<file path="src/rtl/albd_pkg.sv">
package albd_pkg;

	// fixed field widths
	localparam int LEVEL_W    = 13;
	localparam int MARGIN_W   = 12;
	localparam int INTERVAL_W = 16;
	localparam int MANUAL_W   = 8;
	localparam int BUBBLE_W   = 32;
	localparam int TOGGLE_W   = 16;
	localparam int CFG_DATA_W = 16;
	localparam int CFG_IDX_W  = 2;

	// reset values and scaling
	localparam int MARGIN_RESET   = 200;
	localparam int LEVEL_RESET    = 820;
	localparam int INTERVAL_RESET = 1000;
	localparam int MANUAL_SHIFT   = 5;

	// configuration register indexes
	typedef enum logic [CFG_IDX_W-1:0] {
		REG_INVERT   = 2'd0,
		REG_MANUAL   = 2'd1,
		REG_MARGIN   = 2'd2,
		REG_INTERVAL = 2'd3
	} reg_idx_t;

	// tags the front attaches to each queued item
	typedef struct packed {
		logic decay;       // countdown expired on this item, pull limits together
		logic pin_change;  // reed level differs from the previous item
		logic reed;        // reed level of this item
	} item_tag_t;

	// static settings seen by the back part
	typedef struct packed {
		logic                invert;
		logic [MARGIN_W-1:0] margin;
	} back_cfg_t;

	// manual threshold write event
	typedef struct packed {
		logic                en;
		logic [MANUAL_W-1:0] value;
	} manual_wr_t;

endpackage

</file>
<file path="src/rtl/albd_fifo.sv">
module albd_fifo
	import albd_pkg::*;
#(
	parameter int WIDTH = 15,
	parameter int DEPTH = 2
) (
	input  logic             clk,
	input  logic             arst_n,
	input  logic             push,
	input  logic [WIDTH-1:0] push_data,
	output logic             push_ready,
	input  logic             pop,
	output logic [WIDTH-1:0] head_data,
	output logic             head_valid
);

	localparam int PTR_W = (DEPTH > 1) ? $clog2(DEPTH) : 1;
	localparam int CNT_W = $clog2(DEPTH + 1);
	localparam logic [PTR_W-1:0] LAST_PTR = PTR_W'(DEPTH - 1);
	localparam logic [CNT_W-1:0] FULL_CNT = CNT_W'(DEPTH);

	logic [WIDTH-1:0] entry_q [DEPTH];
	logic [PTR_W-1:0] wr_ptr_q;
	logic [PTR_W-1:0] rd_ptr_q;
	logic [CNT_W-1:0] count_q;
	logic             do_push;
	logic             do_pop;

	assign push_ready = (count_q != FULL_CNT);
	assign head_valid = (count_q != '0);
	assign head_data  = entry_q[rd_ptr_q];
	assign do_push    = push && push_ready;
	assign do_pop     = pop && head_valid;

	// entry storage
	always_ff @(posedge clk) begin
		if (do_push) begin
			entry_q[wr_ptr_q] <= push_data;
		end
	end

	// pointers and fill count
	always_ff @(posedge clk or negedge arst_n) begin
		if (!arst_n) begin
			wr_ptr_q <= '0;
			rd_ptr_q <= '0;
			count_q  <= '0;
		end else begin
			if (do_push) begin
				wr_ptr_q <= (wr_ptr_q == LAST_PTR) ? '0 : wr_ptr_q + 1'b1;
			end
			if (do_pop) begin
				rd_ptr_q <= (rd_ptr_q == LAST_PTR) ? '0 : rd_ptr_q + 1'b1;
			end
			if (do_push && !do_pop) begin
				count_q <= count_q + 1'b1;
			end else if (do_pop && !do_push) begin
				count_q <= count_q - 1'b1;
			end
		end
	end

endmodule

</file>
<file path="src/rtl/albd_front.sv">
module albd_front
	import albd_pkg::*;
#(
	parameter int SAMPLE_BITS = 12
) (
	input  logic                  clk,
	input  logic                  arst_n,
	input  logic                  in_valid,
	output logic                  in_ready,
	input  logic [SAMPLE_BITS-1:0] adc_sample,
	input  logic                  reed_level,
	input  logic [INTERVAL_W-1:0] interval,
	output logic                  push,
	input  logic                  push_ready,
	output logic [SAMPLE_BITS-1:0] push_sample,
	output item_tag_t             push_tag
);

	logic [INTERVAL_W-1:0] countdown_q;
	logic                  last_pin_q;
	logic                  accept;

	assign in_ready    = push_ready;
	assign accept      = in_valid && push_ready;
	assign push        = accept;
	assign push_sample = adc_sample;

	// classify the item: decay step and pin change
	always_comb begin
		push_tag.decay      = (countdown_q == '0);
		push_tag.pin_change = (reed_level != last_pin_q);
		push_tag.reed       = reed_level;
	end

	// decay countdown and reed history, advanced per transfer
	always_ff @(posedge clk or negedge arst_n) begin
		if (!arst_n) begin
			countdown_q <= INTERVAL_W'(INTERVAL_RESET);
			last_pin_q  <= 1'b0;
		end else if (accept) begin
			countdown_q <= (countdown_q == '0) ? interval : countdown_q - 1'b1;
			last_pin_q  <= reed_level;
		end
	end

endmodule

</file>
<file path="src/rtl/albd_back.sv">
module albd_back
	import albd_pkg::*;
#(
	parameter int SAMPLE_BITS = 12
) (
	input  logic                   clk,
	input  logic                   arst_n,
	input  logic                   head_valid,
	input  logic [SAMPLE_BITS-1:0] head_sample,
	input  item_tag_t              head_tag,
	output logic                   pop,
	input  back_cfg_t              cfg,
	input  manual_wr_t             manual_wr,
	output logic                   out_valid,
	input  logic                   out_ready,
	output logic                   bubble_now,
	output logic [BUBBLE_W-1:0]    bubble_total,
	output logic [TOGGLE_W-1:0]    toggle_total,
	output logic                   pin_state,
	output logic [LEVEL_W-1:0]     level_now,
	output logic [SAMPLE_BITS-1:0] peak_high,
	output logic [SAMPLE_BITS-1:0] peak_low,
	output logic                   auto_active
);

	localparam int SW = SAMPLE_BITS;
	localparam int LW = (SW > LEVEL_W) ? SW : LEVEL_W;
	localparam int EW = ((SW > MARGIN_W) ? SW : MARGIN_W) + 1;
	localparam logic [SW-1:0] SAMPLE_MAX = '1;

	logic [SW-1:0]       track_max_q;
	logic [SW-1:0]       track_min_q;
	logic [LW-1:0]       level_q;
	logic                auto_q;
	logic [BUBBLE_W-1:0] bubble_cnt_q;
	logic [TOGGLE_W-1:0] toggle_cnt_q;
	logic                pin_q;
	logic                bubble_now_q;
	logic                out_valid_q;

	logic          hit;
	logic [SW-1:0] wid_max;
	logic [SW-1:0] wid_min;
	logic [SW-1:0] mid;
	logic [LW-1:0] next_level;
	logic [EW-1:0] hi_tries;
	logic [EW-1:0] lo_tries;
	logic [EW-1:0] floor_hi;
	logic [EW-1:0] gap_hi;
	logic [EW-1:0] gap_lo;
	logic [EW-1:0] dec;
	logic [EW-1:0] inc;
	logic [SW-1:0] pulled_max;
	logic [SW-1:0] pulled_min;
	logic [SW-1:0] next_max;
	logic [SW-1:0] next_min;
	logic [LW:0]   seed_sum;
	logic [LW-1:0] seed_diff;
	logic [SW-1:0] seed_max;
	logic [SW-1:0] seed_min;

	// take the queue head whenever the output register is free or draining
	assign pop = head_valid && (!out_valid_q || out_ready);

	// classify against the old threshold, widen limits, recompute midpoint
	always_comb begin
		hit = cfg.invert ? (LW'(head_sample) >= level_q) : (LW'(head_sample) <= level_q);
		wid_max = (head_sample > track_max_q) ? head_sample : track_max_q;
		wid_min = (head_sample < track_min_q) ? head_sample : track_min_q;
		mid = {1'b0, wid_max[SW-1:1]} + {1'b0, wid_min[SW-1:1]};
		next_level = auto_q ? LW'(mid) : level_q;
	end

	// pull limits together while keeping the margin
	always_comb begin
		hi_tries = cfg.invert ? EW'(1) : EW'(3);
		lo_tries = cfg.invert ? EW'(3) : EW'(1);
		floor_hi = EW'(wid_min) + EW'(cfg.margin);
		gap_hi = '0;
		gap_lo = '0;
		if (EW'(wid_max) > floor_hi) begin
			gap_hi = EW'(wid_max) - floor_hi;
		end
		dec = (gap_hi < hi_tries) ? gap_hi : hi_tries;
		pulled_max = wid_max - SW'(dec);
		if (floor_hi < EW'(pulled_max)) begin
			gap_lo = EW'(pulled_max) - floor_hi;
		end
		inc = (gap_lo < lo_tries) ? gap_lo : lo_tries;
		pulled_min = wid_min + SW'(inc);
		next_max = head_tag.decay ? pulled_max : wid_max;
		next_min = head_tag.decay ? pulled_min : wid_min;
	end

	// reseed limits around the current threshold when auto mode is chosen
	always_comb begin
		seed_sum  = (LW+1)'(level_q) + (LW+1)'(cfg.margin);
		seed_diff = level_q - LW'(cfg.margin);
		seed_max  = (seed_sum < (LW+1)'(SAMPLE_MAX)) ? SW'(seed_sum) : SAMPLE_MAX;
		if (level_q > LW'(cfg.margin)) begin
			seed_min = (seed_diff > LW'(SAMPLE_MAX)) ? SAMPLE_MAX : SW'(seed_diff);
		end else begin
			seed_min = '0;
		end
	end

	// tracking state and counters
	always_ff @(posedge clk or negedge arst_n) begin
		if (!arst_n) begin
			track_max_q  <= SAMPLE_MAX;
			track_min_q  <= '0;
			level_q      <= LW'(LEVEL_RESET);
			auto_q       <= 1'b1;
			bubble_cnt_q <= '0;
			toggle_cnt_q <= '0;
			pin_q        <= 1'b0;
		end else if (manual_wr.en) begin
			if (manual_wr.value == '0) begin
				auto_q      <= 1'b1;
				track_max_q <= seed_max;
				track_min_q <= seed_min;
			end else begin
				auto_q  <= 1'b0;
				level_q <= LW'(LEVEL_W'(manual_wr.value) << MANUAL_SHIFT);
			end
		end else if (pop) begin
			track_max_q <= next_max;
			track_min_q <= next_min;
			level_q     <= next_level;
			if (hit) begin
				bubble_cnt_q <= bubble_cnt_q + 1'b1;
			end
			if (head_tag.pin_change) begin
				toggle_cnt_q <= toggle_cnt_q + 1'b1;
				pin_q        <= head_tag.reed;
			end
		end
	end

	// output register valid
	always_ff @(posedge clk or negedge arst_n) begin
		if (!arst_n) begin
			out_valid_q <= 1'b0;
		end else if (pop) begin
			out_valid_q <= 1'b1;
		end else if (out_ready) begin
			out_valid_q <= 1'b0;
		end
	end

	always_ff @(posedge clk) begin
		if (pop) begin
			bubble_now_q <= hit;
		end
	end

	assign out_valid    = out_valid_q;
	assign bubble_now   = bubble_now_q;
	assign bubble_total = bubble_cnt_q;
	assign toggle_total = toggle_cnt_q;
	assign pin_state    = pin_q;
	assign level_now    = level_q[LEVEL_W-1:0];
	assign peak_high    = track_max_q;
	assign peak_low     = track_min_q;
	assign auto_active  = auto_q;

endmodule

</file>
<file path="src/rtl/auto_level_bubble_detector_unit.sv">
// Auto-level bubble detector.
// Input channel (in_valid/in_ready): one sensor sample and one reed-pin level
// per transfer. Output channel (out_valid/out_ready): exactly one result per
// input, in order: bubble flag, bubble and reed-toggle counts, stored pin
// level, threshold in use and the tracked maximum and minimum.
// Throughput: one item per cycle while out_ready is held high; the front tags
// each item (decay step, pin change) and pushes it into a two-entry queue, the
// back updates the tracking state and loads the output register per item.
// A stalled receiver holds the output register; the queue then fills and
// in_ready drops after two more items, with no result lost.
// Configuration: cfg_wr_en/cfg_index/cfg_wdata, taken at once; the user must
// write only while no item is in flight, the block does not enforce it. A
// manual threshold write of zero returns to auto mode and reseeds the limits;
// a nonzero write fixes the threshold at value * 32.
// Reset (arst_n low) clears the queue and counters and restores limits
// 4095/0, threshold 820, auto mode, margin 200 and decay interval 1000.
module auto_level_bubble_detector_unit
	import albd_pkg::*;
#(
	parameter int SAMPLE_BITS = 12
) (
	input  logic                   clk,
	input  logic                   arst_n,
	input  logic                   in_valid,
	output logic                   in_ready,
	input  logic [SAMPLE_BITS-1:0] adc_sample,
	input  logic                   reed_level,
	output logic                   out_valid,
	input  logic                   out_ready,
	output logic                   bubble_now,
	output logic [BUBBLE_W-1:0]    bubble_total,
	output logic [TOGGLE_W-1:0]    toggle_total,
	output logic                   pin_state,
	output logic [LEVEL_W-1:0]     level_now,
	output logic [SAMPLE_BITS-1:0] peak_high,
	output logic [SAMPLE_BITS-1:0] peak_low,
	output logic                   auto_active,
	input  logic                   cfg_wr_en,
	input  logic [CFG_IDX_W-1:0]   cfg_index,
	input  logic [CFG_DATA_W-1:0]  cfg_wdata
);

	localparam int TAG_W  = $bits(item_tag_t);
	localparam int ITEM_W = SAMPLE_BITS + TAG_W;

	logic                  invert_q;
	logic [MARGIN_W-1:0]   margin_q;
	logic [INTERVAL_W-1:0] interval_q;
	manual_wr_t            manual_wr;
	back_cfg_t             back_cfg;

	logic                   push;
	logic                   push_ready;
	logic [SAMPLE_BITS-1:0] push_sample;
	item_tag_t              push_tag;
	logic [ITEM_W-1:0]      head_data;
	logic                   head_valid;
	logic                   pop;

	// configuration registers
	always_ff @(posedge clk or negedge arst_n) begin
		if (!arst_n) begin
			invert_q   <= 1'b0;
			margin_q   <= MARGIN_W'(MARGIN_RESET);
			interval_q <= INTERVAL_W'(INTERVAL_RESET);
		end else if (cfg_wr_en) begin
			case (reg_idx_t'(cfg_index))
				REG_INVERT:   invert_q   <= cfg_wdata[0];
				REG_MARGIN:   margin_q   <= cfg_wdata[MARGIN_W-1:0];
				REG_INTERVAL: interval_q <= cfg_wdata[INTERVAL_W-1:0];
				default:      ;
			endcase
		end
	end

	// manual threshold writes act on the tracking state directly
	always_comb begin
		manual_wr.en    = cfg_wr_en && (reg_idx_t'(cfg_index) == REG_MANUAL);
		manual_wr.value = cfg_wdata[MANUAL_W-1:0];
		back_cfg.invert = invert_q;
		back_cfg.margin = margin_q;
	end

	albd_front #(
		.SAMPLE_BITS(SAMPLE_BITS)
	) u_front (
		.clk        (clk),
		.arst_n     (arst_n),
		.in_valid   (in_valid),
		.in_ready   (in_ready),
		.adc_sample (adc_sample),
		.reed_level (reed_level),
		.interval   (interval_q),
		.push       (push),
		.push_ready (push_ready),
		.push_sample(push_sample),
		.push_tag   (push_tag)
	);

	albd_fifo #(
		.WIDTH(ITEM_W),
		.DEPTH(2)
	) u_queue (
		.clk       (clk),
		.arst_n    (arst_n),
		.push      (push),
		.push_data ({push_tag, push_sample}),
		.push_ready(push_ready),
		.pop       (pop),
		.head_data (head_data),
		.head_valid(head_valid)
	);

	albd_back #(
		.SAMPLE_BITS(SAMPLE_BITS)
	) u_back (
		.clk         (clk),
		.arst_n      (arst_n),
		.head_valid  (head_valid),
		.head_sample (head_data[SAMPLE_BITS-1:0]),
		.head_tag    (item_tag_t'(head_data[ITEM_W-1:SAMPLE_BITS])),
		.pop         (pop),
		.cfg         (back_cfg),
		.manual_wr   (manual_wr),
		.out_valid   (out_valid),
		.out_ready   (out_ready),
		.bubble_now  (bubble_now),
		.bubble_total(bubble_total),
		.toggle_total(toggle_total),
		.pin_state   (pin_state),
		.level_now   (level_now),
		.peak_high   (peak_high),
		.peak_low    (peak_low),
		.auto_active (auto_active)
	);

`ifndef SYNTHESIS
	// limits never cross
	assert property (@(posedge clk) disable iff (!arst_n) peak_low <= peak_high)
		else $error("tracked minimum above tracked maximum");

	// a manual threshold is always a multiple of 32
	assert property (@(posedge clk) disable iff (!arst_n)
		!auto_active |-> (level_now[MANUAL_SHIFT-1:0] == '0))
		else $error("manual threshold not a multiple of 32");

	// the bubble count only moves by the flag of the newly loaded result
	assert property (@(posedge clk) disable iff (!arst_n)
		(bubble_total != $past(bubble_total)) |->
		(out_valid && bubble_now && (bubble_total == $past(bubble_total) + 1'b1)))
		else $error("bubble count out of step with results");
`endif

endmodule

</file>
<file path="config.mk">
export PLATFORM = sky130hd
export DESIGN_NAME = auto_level_bubble_detector_unit
export DESIGN_NICKNAME = d
export VERILOG_FILES = /design/src/rtl/albd_pkg.sv /design/src/rtl/albd_fifo.sv /design/src/rtl/albd_front.sv /design/src/rtl/albd_back.sv /design/src/rtl/auto_level_bubble_detector_unit.sv
export SDC_FILE = /design/constraint.sdc
export NUM_CORES = 1
export LEC_CHECK = 0
export ABC_CLOCK_PERIOD_IN_PS = 44400
export BUFFER_PORTS_ARGS = -buffer_cell sky130_fd_sc_hd__buf_2
export CORE_UTILIZATION = 55
export DETAILED_ROUTE_END_ITERATION = 16
export PLACE_DENSITY = 0.79
export SETUP_SLACK_MARGIN = 0.5
export SYNTH_ARGS = -nofsm -noshare
export SYNTH_HDL_FRONTEND = slang
export SYNTH_SLANG_ARGS = --single-unit
</file>
<file path="constraint.sdc">
create_clock -name clk -period 44.4 [get_ports clk]
set_input_delay 4.44 -clock clk [delete_from_list [all_inputs] [get_ports clk]]
set_output_delay 4.44 -clock clk [all_outputs]
set_load 0.01 [all_outputs]
</file>
# After elaboration in Yosys (flattened, before gate mapping)
# Memories as Yosys holds them, arrays and structs flattened.
# Index checks and enable logic that the tools add are counted.
# W data, S select, Z words.
# classes
n_reduce_logical	26
n_lt_le_gt_ge	11
muxes	34
n_eq_ne	7
bitwise	1
addsub	15
# op_table
op	n
$mux W12	15
$mux W13	6
$add A32 B1 Y32 const B	1
$lt A13 B2 Y1	2
$sub A12 B13 Y13	2
$add A16 B1 Y16 const B	1
$logic_not A16 Y1	1
$mux W16	1
$sub A16 B1 Y16 const B	1
$add A13 B12 Y14	1
$lt A14 B12 Y1 const B	1
$add A12 B12 Y13	1
$ge A12 B13 Y1	1
$gt A12 B13 Y1	1
$gt A13 B12 Y1	1
$gt A13 B12 Y1 const B	1
$le A12 B13 Y1	1
$lt A13 B12 Y1	1
$sub A13 B12 Y13	1
$add A11 B11 Y12	1
$add A12 B12 Y12	1
$gt A12 B12 Y1	1
$lt A12 B12 Y1	1
$sub A12 B12 Y12	1
other kinds (19)	49
# totals
wordCells	112
reg_bits	139
ramBits	30
memories	1
inputBits	36
# mem_list
name	words	word_bits	read_ports	rd_ports_with_merged_regs	wr	line_no	rtl
u_queue.entry_q	2	15	1	0	1	albd_fifo.sv:22	logic [WIDTH-1:0] entry_q [DEPTH];

# Logic depth before layout (Yosys ltp)
# An unclocked memory read counts as a cell.
# depth
depth_word	17
mapped_depth	74

# Hierarchy
# Synthesis repeated with hierarchy kept, for this count alone.
# unflattened
hier_cells	1389
hier_area_um2	13188.9
# by_module_without_submodules
mod	seq_area_each_um2	area_each_um2	cells_each	instances
albd_back	2254.7	9532.9	1124	1
albd_fifo	1001.0	1331.3	65	1
albd_front	432.9	1208.7	136	1
auto_level_bubble_detector_unit	737.0	1116.1	64	1

# Least setup slack after synthesis
# No wires, ideal clock.
# synth_path
path_type	register to register
start	register u_queue.rd_ptr_q
end	register u_back.track_min_q[11], in the netlist u_back.peak_low[11]
arrival_time_ps	14163
required_time_ps	44258
path_slack_ps	30095
synth_period_minus_slack_ps	14305
path_stages_with_launch	67
cell_sequence	dfrtp_1 -> clkbuf_1 -> buf_1 -> mux2_2 -> ha_1 -> a21o_1 -> a21o_1 -> a221oi_1 -> a21oi_1 -> or3_1 -> clkbuf_1 -> clkbuf_1 -> a21oi_1 -> ha_1 -> o21ai_0 -> o21bai_1 -> or4_1 -> a221o_2 -> (+31 left out) -> ha_1 -> a221oi_1 -> nand4_1 -> nor3_1 -> nand3_1 -> or4b_4 -> mux2i_1 -> ha_1 -> a21o_1 -> a21oi_1 -> nand2b_1 -> a21boi_0 -> o41a_1 -> a31o_2 -> a211oi_1 -> nor2_1 -> xnor2_1 -> o221ai_1
# synth_via
elab_chain_cells	17
# synth_rtl
item	line_no	rtl
start: declaration	albd_fifo.sv:24	logic [PTR_W-1:0] rd_ptr_q;
start signal: assignment	albd_fifo.sv:53	rd_ptr_q <= (rd_ptr_q == LAST_PTR) ? '0 : rd_ptr_q + 1'b1;
$mem_v2 Z2 W15 (*)	--	
$lt A12 B12 Y1	albd_back.sv:69	wid_min = (head_sample < track_min_q) ? head_sample : track_min_q;
$mux W12	albd_back.sv:69	
$add A12 B12 Y13	albd_back.sv:78	floor_hi = EW'(wid_min) + EW'(cfg.margin);
$sub A12 B13 Y13 or $gt A12 B13 Y1 (tied branches)	albd_back.sv:82, albd_back.sv:81	
$mux W13	albd_back.sv:81	if (EW'(wid_max) > floor_hi) begin
$lt A13 B2 Y1	albd_back.sv:84	dec = (gap_hi < hi_tries) ? gap_hi : hi_tries;
$mux W12	albd_back.sv:84	
$sub A12 B12 Y12	albd_back.sv:85	pulled_max = wid_max - SW'(dec);
$sub A12 B13 Y13 or $lt A13 B12 Y1 (tied branches)	albd_back.sv:87, albd_back.sv:86	
$mux W13	albd_back.sv:86	if (floor_hi < EW'(pulled_max)) begin
$lt A13 B2 Y1	albd_back.sv:89	inc = (gap_lo < lo_tries) ? gap_lo : lo_tries;
$mux W12	albd_back.sv:89	
$add A12 B12 Y12	albd_back.sv:90	pulled_min = wid_min + SW'(inc);
$mux W12 (*)	albd_back.sv:92	next_min = head_tag.decay ? pulled_min : wid_min;
$mux W12 (*)	albd_back.sv:126	end else if (pop) begin
$mux W12 (*)	albd_back.sv:117	end else if (manual_wr.en) begin
end signal: assignment	albd_back.sv:121	track_min_q <= seed_min;
end signal: assignment	albd_back.sv:128	track_min_q <= next_min;
end: declaration	albd_back.sv:32	logic [SW-1:0] track_min_q;
# Every way passes the cells marked *; elsewhere a longest branch is shown, timed or not. The select of a mux whose other input is x is not followed.
# A chain may end at the register's enable or synchronous reset.

# Final worst setup path
# Same ends and word-level chain as after synthesis.

==> results.yml <==
outcome:
  outcome: "completed"
final_layout:
  area.growth.synth_to_final_pct: 12.5
  fin_cells: 1807
  drive_gt1_share_pct: 17.7
  layout_common_cells: "ha_1, buf_2, a21oi_1, nand2_1, inv_1"
  nets: 1686
  diodes: 0
  final_common_cell: "ha_1"
  final_core_util_pct: 63.2
grt:
  first_global_vias: 10500
  grt_overflow_total: 0
  grt_max_degree: 76
  grt_usage_pct: 30.4
  grt_antenna_before_repair: 0
  grt_first_pass_wirelength_microns: 56700
die:
  ios: 126
  initial_utilization_pct: 56.2
  die-width_microns: 154
  core_region_area_sq_mm: 0.0227
  die-area_sq_mm: 0.0238
  dieHeight_microns: 154
  num_rows: 55
worst_setup_path:
  cp-end-kind: "register"
  critPathLaunchType: "register"
  cp.required_ns: 44.68
  r2r_setup_slack_ns: 28.30
  timing.rr.end: "u_back.peak_low[11]"
  criticalPathCategory: "reg -> reg"
  crit_fanout: 23
  critPathTopFamily: "compound AO/OA/AOI/OAI gates"
  arrival_ns: 16.38
  r2r_cells: 63
  crit_top_cell: "a21oi_1"
  cp.buffers_inverters: 3
  cp_slowest_stage_delay_ns: 0.88
  cpMaxStageDelayCell: "dfrtp_1"
  worstSetupStartpoint: "u_queue.rd_ptr_q"
  r2r_start: "u_queue.rd_ptr_q"
placed_design:
  dp_cells: 1775
  dp_hpwl_microns: 27100
  io_buffers: 125
  globalplace.congestion: 0.956
clock_tree:
  cts.clk_slew.worst_paths_ns: 0.07
  post_cts_resized: 0
  cts_buffers: 17
  numClockSinks: 169
  cts_tree: "yes"
  h-tree-depth: 4
  clockBufferDepth: 2
  postCtsSetupBuffers: 0
  hold_buffers: 0
  worstSkewPairLatency_ns: 0.45
  clockRootBuffer: "clkbuf_16"
timing:
  max-slew-margin-rel_pct: 20.5
  hold_ws_ns: 0.472
  maxSlewViolCount: 0
  hold_viol_final: 0
  max_freq_mhz: 62.1
  tightest_slew_ns: 1.18
  finalClockSkew_ns: 0.0188
  fin_crit_ns: 16.10
  rsz0062_at_grt: "false"
  finalCritPeriodShare_pct: 36.3
  tns_ns: 0
  setup_viol: 0
min_path:
  holdPathStages: 2
  min_path_type: "reg -> reg"
  min_from: "u_back.auto_active"
  hold_path_end: "u_back.auto_active"
synthesis:
  muxShareOfSynthArea_pct: 5.47
  synth_top_family_by_area: "compound AO/OA/AOI/OAI gates"
  synth.avg_cell_area_sq_um: 9.23
  synth-async-reset-ratio_pct: 81.7
  yosysSeqAreaShare_pct: 34.7
  synth_warnings: 0
  synth_area_leaders: "dfrtp_1, ha_1, edfxtp_1"
  synth_compound_area_share_pct: 17.5
  ys.flop_type: "dfrtp_1"
  synth-seq-cells: 169
  synth_top_cell_area_share_pct: 20.6
  synth.distinct_cells: 78
  synthAdderAreaFrac_pct: 14.5
  synth-edff-count: 31
  synth_area_sq_mm: 0.0128
  yosysTopAreaCell: "dfrtp_1"
  synth_simple_gate_area_share_pct: 14.6
  synth_xor_area_share_pct: 8.53
  synth_cells: 1382
route:
  vias: 11000
  wl_per_cell_microns: 19.6
  drc: 0
  wl_microns: 35400
  drtIter0Drc: 861
  vias_per_cell: 6.09
  postRouteAntennaNets: 0
  first_pass_iters: 5
flow_run:
  cap_violations: 0
==> final cells by class <==
type	count	area, sq um
Fill cell	1908	8360
Multi-Input combinational cell	1073	7820
Sequential cell	169	4430
Timing Repair Buffer	140	744
Clock buffer	19	464
Inverter	108	405
Tap cell	285	357
Clock inverter	13	141
==> registers in the layout, summed over array words and instances, names as in the netlist, 2 cells and up <==
| name | count |
|---|---|
| interval_q | 16 |
| margin_q | 12 |
| u_back.bubble_total | 32 |
| u_back.level_now | 13 |
| u_back.peak_high | 12 |
| u_back.peak_low | 12 |
| u_back.toggle_total | 16 |
| u_front.countdown_q | 16 |
| u_queue.count_q | 2 |
| u_queue.entry_q | 30 |
==> Yosys cell counts (all sizes together), types with 10 or more instances <==
master	number
nor2	81
a211oi	10
o22ai	10
nor4	21
o21bai	13
ha	133
xnor2	62
or3	11
nand2b	12
nand3	29
a21o	27
a31oi	12
nand2	112
dfstp	33
a21oi	112
xor2	58
edfxtp	31
o21ai	77
clkbuf	43
nand4	22
mux2	43
dfrtp	105
inv	108
o211ai	15
nor2b	13
mux2i	21
nor3	27
==> tightest hold or removal path, stage by stage (launching register included) <==
cell and delay [ns]:
dfstp_2 0.38, nand2_1 0.05, nand2_1 0.05
==> metrics by stage <==
step	worst slack [ns]	area [sq um]
2_1_floorplan	30.09	12800
3_3_place_gp	29.05	13700
3_5_place_dp	28.61	13700
4_1_cts	28.50	14400
5_1_grt	26.99	14400
6_report	28.30	14400
==> layer usage <==
metal | track usage, % | share of wire (%) | up-vias
li1 | - | - | 5244
met3 | 4.40 | 6.7 | 69
met4 | 10.9 | 3.2 | 0
met2 | 49.4 | 46 | 426
met5 | 0 | 0 | -
met1 | 41.3 | 44 | 5259
==> cells by family (layout without fill, tap and decap cells) <==
group | after synthesis | count (layout)
multiplexers | 64 | 64
other | 2 | 18
adder cells (fa/ha/maj) | 144 | 144
AO/OA/AOI/OAI | 351 | 351
AND/OR/NAND/NOR | 376 | 376
flip-flops | 169 | 169
buffers and inverters | 156 | 280
XOR/XNOR | 120 | 120
==> how the worst max path moves through the flow <==
stage	cells after the start	to	slack (ns)
after detailed placement	64	u_back.peak_low[11]	28.61
after global routing	63	u_back.peak_low[11]	26.99
after floorplan	66	u_back.peak_low[11]	30.09
after CTS	64	u_back.peak_low[11]	28.50
final	63	u_back.peak_low[11]	28.30
after global placement	64	u_back.peak_low[11]	29.05
Power is left out: the tool's default activity adds up to more than one toggle a clock period on the data nets, which glitch-free logic cannot reach.
